File: config.mk
export PLATFORM = sky130hd
export DESIGN_NAME = fra_cfg_regs
export DESIGN_NICKNAME = d
export VERILOG_FILES = /design/src/sv/fra_pkg.sv /design/src/sv/fra_cfg_regs.sv
export SDC_FILE = /design/constraint.sdc
export NUM_CORES = 1
export LEC_CHECK = 0
export BUFFER_PORTS_ARGS = -buffer_cell sky130_fd_sc_hd__buf_4
export CAP_MARGIN = 20
export CORE_AREA = 2 2 49 51
export CTS_BUF_LIST = sky130_fd_sc_hd__clkbuf_2 sky130_fd_sc_hd__clkbuf_4 sky130_fd_sc_hd__clkbuf_8
export CTS_CLUSTER_SIZE = 12
export DETAILED_ROUTE_END_ITERATION = 8
export DIE_AREA = 0 0 51 53
export PLACE_DENSITY = 0.81
export SETUP_SLACK_MARGIN = 0.4
export SYNTH_ARGS = -nofsm -noshare
export SYNTH_HDL_FRONTEND = slang
export SYNTH_SLANG_ARGS = --single-unit
File: constraint.sdc
create_clock -name clk -period 1.5 [get_ports clk]
set_input_delay 0.15 -clock clk [delete_from_list [all_inputs] [get_ports clk]]
set_output_delay 0.15 -clock clk [all_outputs]
set_load 0.005 [all_outputs]
File: src/sv/fra_pkg.sv
// Shared types, widths and status codes for the fenced ring slot allocator.
`timescale 1ns / 1ps
package fra_pkg;

  localparam int FENCE_W    = 64;
  localparam int RUN_W      = 11;
  localparam int SLOT_OUT_W = 10;
  localparam int ST_W       = 2;
  localparam int SLOTS_DEF  = 1024;
  localparam int RUN_MAX    = 2047;

  localparam int CFG_AW = 3;
  localparam int CFG_DW = 32;

  localparam logic [RUN_W-1:0] RING_SIZE_RST = 11'd1024;
  localparam logic             REG_RING_SIZE = 1'b0;

  localparam logic [ST_W-1:0] ST_OK      = 2'd0;
  localparam logic [ST_W-1:0] ST_BAD_LEN = 2'd1;
  localparam logic [ST_W-1:0] ST_FENCE   = 2'd2;

  typedef struct packed {
    logic [RUN_W-1:0]   run_length;
    logic [FENCE_W-1:0] current_fence;
  } fra_in_t;

  typedef struct packed {
    logic [SLOT_OUT_W-1:0] first_slot;
    logic [FENCE_W-1:0]    wait_fence;
    logic [ST_W-1:0]       status;
  } fra_out_t;

  typedef struct packed {
    logic [RUN_W-1:0] ring_size;
    logic             clear;
  } fra_cfg_t;

endpackage

File: src/sv/fra_cfg_regs.sv
// APB register block: ring_size register and store clear strobe.
`timescale 1ns / 1ps
module fra_cfg_regs (
  input  logic                       clk,
  input  logic                       rst_n,
  input  logic                       psel,
  input  logic                       penable,
  input  logic                       pwrite,
  input  logic [fra_pkg::CFG_AW-1:0] paddr,
  input  logic [fra_pkg::CFG_DW-1:0] pwdata,
  output logic [fra_pkg::CFG_DW-1:0] prdata,
  output logic                       pready,
  output fra_pkg::fra_cfg_t          cfg
);
  import fra_pkg::*;

  logic             reg_idx;
  logic             wr_en;
  logic [RUN_W-1:0] ring_size_r;

  assign reg_idx = paddr[2];
  assign pready  = 1'b1;
  assign wr_en   = psel && penable && pwrite && (reg_idx == REG_RING_SIZE);

  always_ff @(posedge clk) begin
    if (!rst_n) begin
      ring_size_r <= RING_SIZE_RST;
    end else if (wr_en) begin
      ring_size_r <= pwdata[RUN_W-1:0];
    end
  end

  always_comb begin
    prdata = '0;
    if (reg_idx == REG_RING_SIZE) begin
      prdata = {{(CFG_DW-RUN_W){1'b0}}, ring_size_r};
    end
  end

  assign cfg.ring_size = ring_size_r;
  assign cfg.clear     = wr_en;

endmodule

==> impl_metrics.ini, run 1 <==
[setup_path]
critPathLaunch = ring_size_r[8]
critPathMaxFanout = 3
max_stage_delay_ns = 0.33
rrSetupSlack_ns = 0.90
crit_path_top_delay_cell = dfxtp_2
path_cells = and2b_2 > buf_4
r2r_end = ring_size_r[10]
critPathArrivalTime_ns = 0.90
criticalPathCategory = register to output port
path_delay_family = flip-flops
cp-end-kind = output port
startpoint_type = register
path_buf_inv = 1
cp.required_ns = 1.35
r2r_start = ring_size_r[10]
reg2reg_depth = 2

[cells_and_area]
seqCellArea_sq_um = 221
design_area_sq_um = 960
reg_top3 = ring_size_r x11
fillCellCount = 230
n_antenna_cell = 0
multi_input_area_sq_um = 362
area_delta_synth_final_pct = 32.9
drive_above_1_share = 0.382
largest-register = ring_size_r
largest_register_ffs = 11
nets = 164

[die]
core_sq_um = 2150
die_w_um = 51
io_pins = 85
fp.dieArea_sq_um = 2700
rows = 17
die-height_um = 53
initial_core_util = 0.336

[yosys]
ys_seq_area_frac = 0.305
synth_compound_area_frac = 0
syn-instance-count = 86
yosys.area_share.simple = 0.234
ys_types = 11
syn_area_sq_um = 722
yosys_warnings = 0
netlist_top_cells_area = dfxtp_1, buf_4, mux2i_1
synth_top_family_by_area = buffers and inverters
ys_ff_latch = 11
yosysTopAreaCellShare = 0.305
avgSynthCellArea_sq_um = 8.39
synth_area_leader_cell = dfxtp_1
synthMuxAreaShare = 0.153
synthAdderAreaFrac = 0
synth_xor_xnor_area_share = 0

[sta]
grt_setup_unrepaired = no
period_minus_slack_ns = 1.05
finClkSkew_ns = 0
max_freq_mhz = 954
finalHoldWorstSlack_ns = 0.128
setup_tns_ns = 0
hold_viol = 0
finalCritPeriodShare = 0.699
setup_violations = 0
final_max_slew_viol_count = 0

[drt]
ant_nets = 0
via_count = 582
drt-initial-drc-count = 1
wirelength_um = 1370
wl_per_cell_um = 9.08
dr.pass1.iters = 2
drc = 0
via_per_inst = 3.85

[placement]
numPortBuffers = 39
dpl.hpwl_um = 1090
place_congestion = 0.564
postPlaceCellArea_sq_um = 917

[global_routing]
overflow = 0
antenna_found_initial = 0
grt_max_degree = 23
track_usage = 0.107
use_met1 = 0.104
top_usage_layer = met2
grt.met3_usage = 0.0508
met2_usage = 0.201
grt_pass1_vias = 482
grt_first_pass_wirelength_um = 2060

[worst_hold_path]
min_from = pwdata[8]
hold_path.class = input pin to register
hold-path-cell-count = 3
hold_end = ring_size_r[8]

[status]
status = finished, final reports clean

[cts]
insertion_delay_ns = 0.26
cts_buffer_depth = 2
cts_made_buffers = 3
cts_root_buf = clkbuf_4
h-tree-depth = 1
clock_sinks = 11
cts_tree = built
clk_pin_slew_ns = 0.07

[power_and_ir_drop]
cellLeakagePower_nw = 0.484
finalPower_mw = 0.618
ir_drop_v = 0.000383
p_per_area_nw_per_um2 = 644

[run]
max_cap_violations = 0
area by class of cell:
class,instances,area share
repair buffers,41,0.325
flip-flops and latches,11,0.231
clock buffers,4,0.0313
well taps,28,0.0365
multi-input cells,67,0.377
stage by stage:
| stage | std cells | util | setup slack [ns] |
|---|---|---|---|
| 6_report | 151 | 0.447 | 0.452 |
| 5_1_grt | 151 | 0.447 | 0.400 |
| 4_1_cts | 150 | 0.441 | 0.400 |
| 3_5_place_dp | 146 | 0.427 | 0.399 |
| 3_3_place_gp | 146 | 0.427 | 0.409 |
| 2_1_floorplan | 106 | - | 0.624 |
cell usage after synthesis, drive strengths merged:
cell     n
buf     25
nand2   20
nor2b   12
dfxtp   11
mux2i   11
clkbuf   3
conb     2
and2b    1
and4b    1
tightest hold or removal path, cell delays in order:
cell and delay, ns:
buf_4 0.10, nand2_1 0.04, mux2i_1 0.05
cells in the final DEF (no fill, tap or decap):
| cell | instances |
|---|---|
| and2b_2 | 1 |
| and4b_1 | 1 |
| buf_4 | 40 |
| buf_6 | 1 |
| clkbuf_4 | 4 |
| conb_1 | 22 |
| dfxtp_1 | 10 |
| dfxtp_2 | 1 |
| mux2i_1 | 11 |
| nand2_1 | 20 |
| nor2b_1 | 12 |
where the power goes:
part / internal, mW / switching (mW) / total, mW
logic: 0.0547 / 0.0468 / 0.102
clock network: 0.121 / 0.0934 / 0.214
registers: 0.298 / 0.00411 / 0.303
cells by family after synthesis:
group | count (synthesis)
flip-flops | 11
AND/OR/NAND/NOR | 34
multiplexers | 11
buffers and inverters | 28
other | 2
layer usage:
layer,vias up,wire [um]
met5,-,0
met4,0,0
met3,0,133
met2,32,715
met1,254,522
li1,296,-
worst max-delay path by stage:
| stage | to | slack (ns) | cells after the start |
|---|---|---|---|
| 2_1_floorplan | cfg[0] | 0.62 | 4 |
| 3_3_place_gp | cfg[0] | 0.41 | 4 |
| 3_5_place_dp | cfg[0] | 0.40 | 4 |
| 4_1_cts | cfg[0] | 0.40 | 4 |
| 5_1_grt | prdata[8] | 0.40 | 2 |
| 6_report | prdata[8] | 0.45 | 2 |
what timing repair did:
item,CTS,global route
gates resized for setup,0,2
hold buffers,0,0
endpoints found under the hold margin,0,0
buffers inserted,0,1
endpoints found under the setup margin,0,2
Power figures use the tool's default switching activity.
==> inputs of run 2 (changes only) <==
--- a/config.mk
+++ b/config.mk
@@ -7,12 +7,12 @@
 export LEC_CHECK = 0
 export BUFFER_PORTS_ARGS = -buffer_cell sky130_fd_sc_hd__buf_4
 export CAP_MARGIN = 20
-export CORE_AREA = 2 2 49 51
+export CORE_AREA = 2 2 50 52
 export CTS_BUF_LIST = sky130_fd_sc_hd__clkbuf_2 sky130_fd_sc_hd__clkbuf_4 sky130_fd_sc_hd__clkbuf_8
 export CTS_CLUSTER_SIZE = 12
 export DETAILED_ROUTE_END_ITERATION = 8
-export DIE_AREA = 0 0 51 53
-export PLACE_DENSITY = 0.81
+export DIE_AREA = 0 0 52 54
+export PLACE_DENSITY = 0.78
 export SETUP_SLACK_MARGIN = 0.4
 export SYNTH_ARGS = -nofsm -noshare
 export SYNTH_HDL_FRONTEND = slang
==> constraint.sdc (replaced) <==
create_clock -name clk -period 1.03 [get_ports clk]
set_input_delay 0.103 -clock clk [delete_from_list [all_inputs] [get_ports clk]]
set_output_delay 0.103 -clock clk [all_outputs]
set_load 0.005 [all_outputs]
==> impl_metrics.ini, run 2 (same netlist as run 1, synthesis figures left out) <==
[setup_path]
reg2reg_depth = 3
worst-path-stages = 2
cp-end-kind = output port
critPathArrivalTime_ns = 0.88
path_cells = and2b_2 > buf_6
r2r_end = ring_size_r[8]
path_delay_family = flip-flops
cp.required_ns = 0.93
startpoint_type = register
critPathMaxFanout = 2
max_stage_delay_ns = 0.32
crit_path_top_delay_cell = dfxtp_2
r2r_start = ring_size_r[8]
criticalPathCategory = register to output port
path_buf_inv = 1
rrSetupSlack_ns = 0.33

[cells_and_area]
reg_top3 = ring_size_r x11
drive_above_1_share = 0.578
final_cell_mix = buf_6, conb_1, buf_4
nets = 176
layout_commonest_cell = buf_6
final_core_util = 0.532
largest_register_ffs = 11
n_antenna_cell = 0
multi_input_area_sq_um = 414
largest-register = ring_size_r
area_delta_synth_final_pct = 70.9
fillCellCount = 228
seqCellArea_sq_um = 234

[cts]
clock_sinks = 11
cts_buffer_depth = 2
clk_pin_slew_ns = 0.07
h-tree-depth = 1
holdBufCountCts = 0
cts_root_buf = clkbuf_4
insertion_delay_ns = 0.26
cts_tree = built
cts_made_buffers = 3

[worst_hold_path]
hold_path.class = input pin to register
hold-path-cell-count = 3
min_from = pwdata[7]
hold_end = ring_size_r[7]

[drt]
ant_nets = 0
drc = 0
drt-initial-drc-count = 0
wl_per_cell_um = 10.8
via_count = 646
dr.pass1.iters = 1
via_per_inst = 3.92
wirelength_um = 1780

[power_and_ir_drop]
pwr-share-clk = 0.328
p_per_area_nw_per_um2 = 775
internal-power_mw = 0.725
cellLeakagePower_nw = 0.580
power_frac_comb = 0.207
switchingPower_mw = 0.231
ir_drop_v = 0.000776
swShare = 0.242
finalPower_mw = 0.956
seqPwrFrac = 0.465

[global_routing]
antenna_found_initial = 0
grt_first_pass_wirelength_um = 2390
track_usage = 0.120
grt_max_degree = 23
grt_pass1_vias = 555
overflow = 0

[placement]
place_congestion = 0.593
dp_slack_ns = 0.108
dpl.hpwl_um = 1180
numPortBuffers = 39

[sta]
hold_viol = 0
finClkSkew_ns = 0
final_max_slew_viol_count = 0
finalHoldWorstSlack_ns = 0.0794
max_freq_mhz = 1020
grt_setup_unrepaired = yes
setup_violations = 0
period_minus_slack_ns = 0.982
setup_tns_ns = 0
finalCritPeriodShare = 0.953
setup_ws_ns = 0.0481

[status]
status = finished, final reports clean

[die]
initial_core_util = 0.311
core_sq_um = 2320
io_pins = 85
die_w_um = 52
rows = 18
fp.dieArea_sq_um = 2810
die-height_um = 54

[run]
max_cap_violations = 0
==> run 2: worst max path at each step <==
stage / startpoint / to / slack [ns]
detailed placement: paddr[2] / ring_size_r[10] / 0.11
global placement: paddr[2] / ring_size_r[1] / 0.13
floorplan: paddr[2] / ring_size_r[0] / 0.23
global route: ring_size_r[8] / prdata[8] / 0.001
finish: ring_size_r[8] / prdata[8] / 0.05
CTS: ring_size_r[8] / prdata[8] / 0.04
==> run 2: metal layers <==
metal	vias to the layer above	routed length, um	track usage	part of all wire
met4	0	0	0.0132	0
met1	288	615	0.126	0.35
met5	-	0	0	0
met2	38	996	0.226	0.56
li1	320	-	-	-
met3	0	167	0.0528	0.094
==> run 2: area by class of cell <==
cell class | count | share of cell area
clock buffer | 4 | 0.0243
multi-input combinational | 67 | 0.336
sequential | 11 | 0.190
tap | 30 | 0.0304
timing repair buffer | 53 | 0.420
==> run 2: through the flow <==
stage | cell area [sq um] | instances
floorplan | 797 | 106
global placement | 935 | 150
detailed placement | 935 | 150
CTS | 1070 | 157
global route | 1230 | 165
finish | 1230 | 165
==> run 2: power groups by stage <==
stage                     combinational, mW  clock (mW)  sequential [mW]
after floorplan                       0.133           0            0.451
after global placement                0.148           0            0.450
after detailed placement              0.152           0            0.451
after CTS                             0.168       0.329            0.444
after global routing                  0.220       0.352            0.446
final                                 0.198       0.314            0.445
==> run 2: worst register-to-register path: cells and delay by family, from the launching register on <==
family                 cells  cell delay, ns
flip-flops                 1            0.33
multiplexers               1            0.13
buffers and inverters      1            0.11
AND/OR/NAND/NOR            1            0.05
==> run 2: what timing repair did <==
action,4_1_cts,5_1_grt
resized for setup,29,27
endpoints found under the hold margin,0,0
setup endpoints to repair,27,34
buffers inserted,3,8
pin swaps,0,0
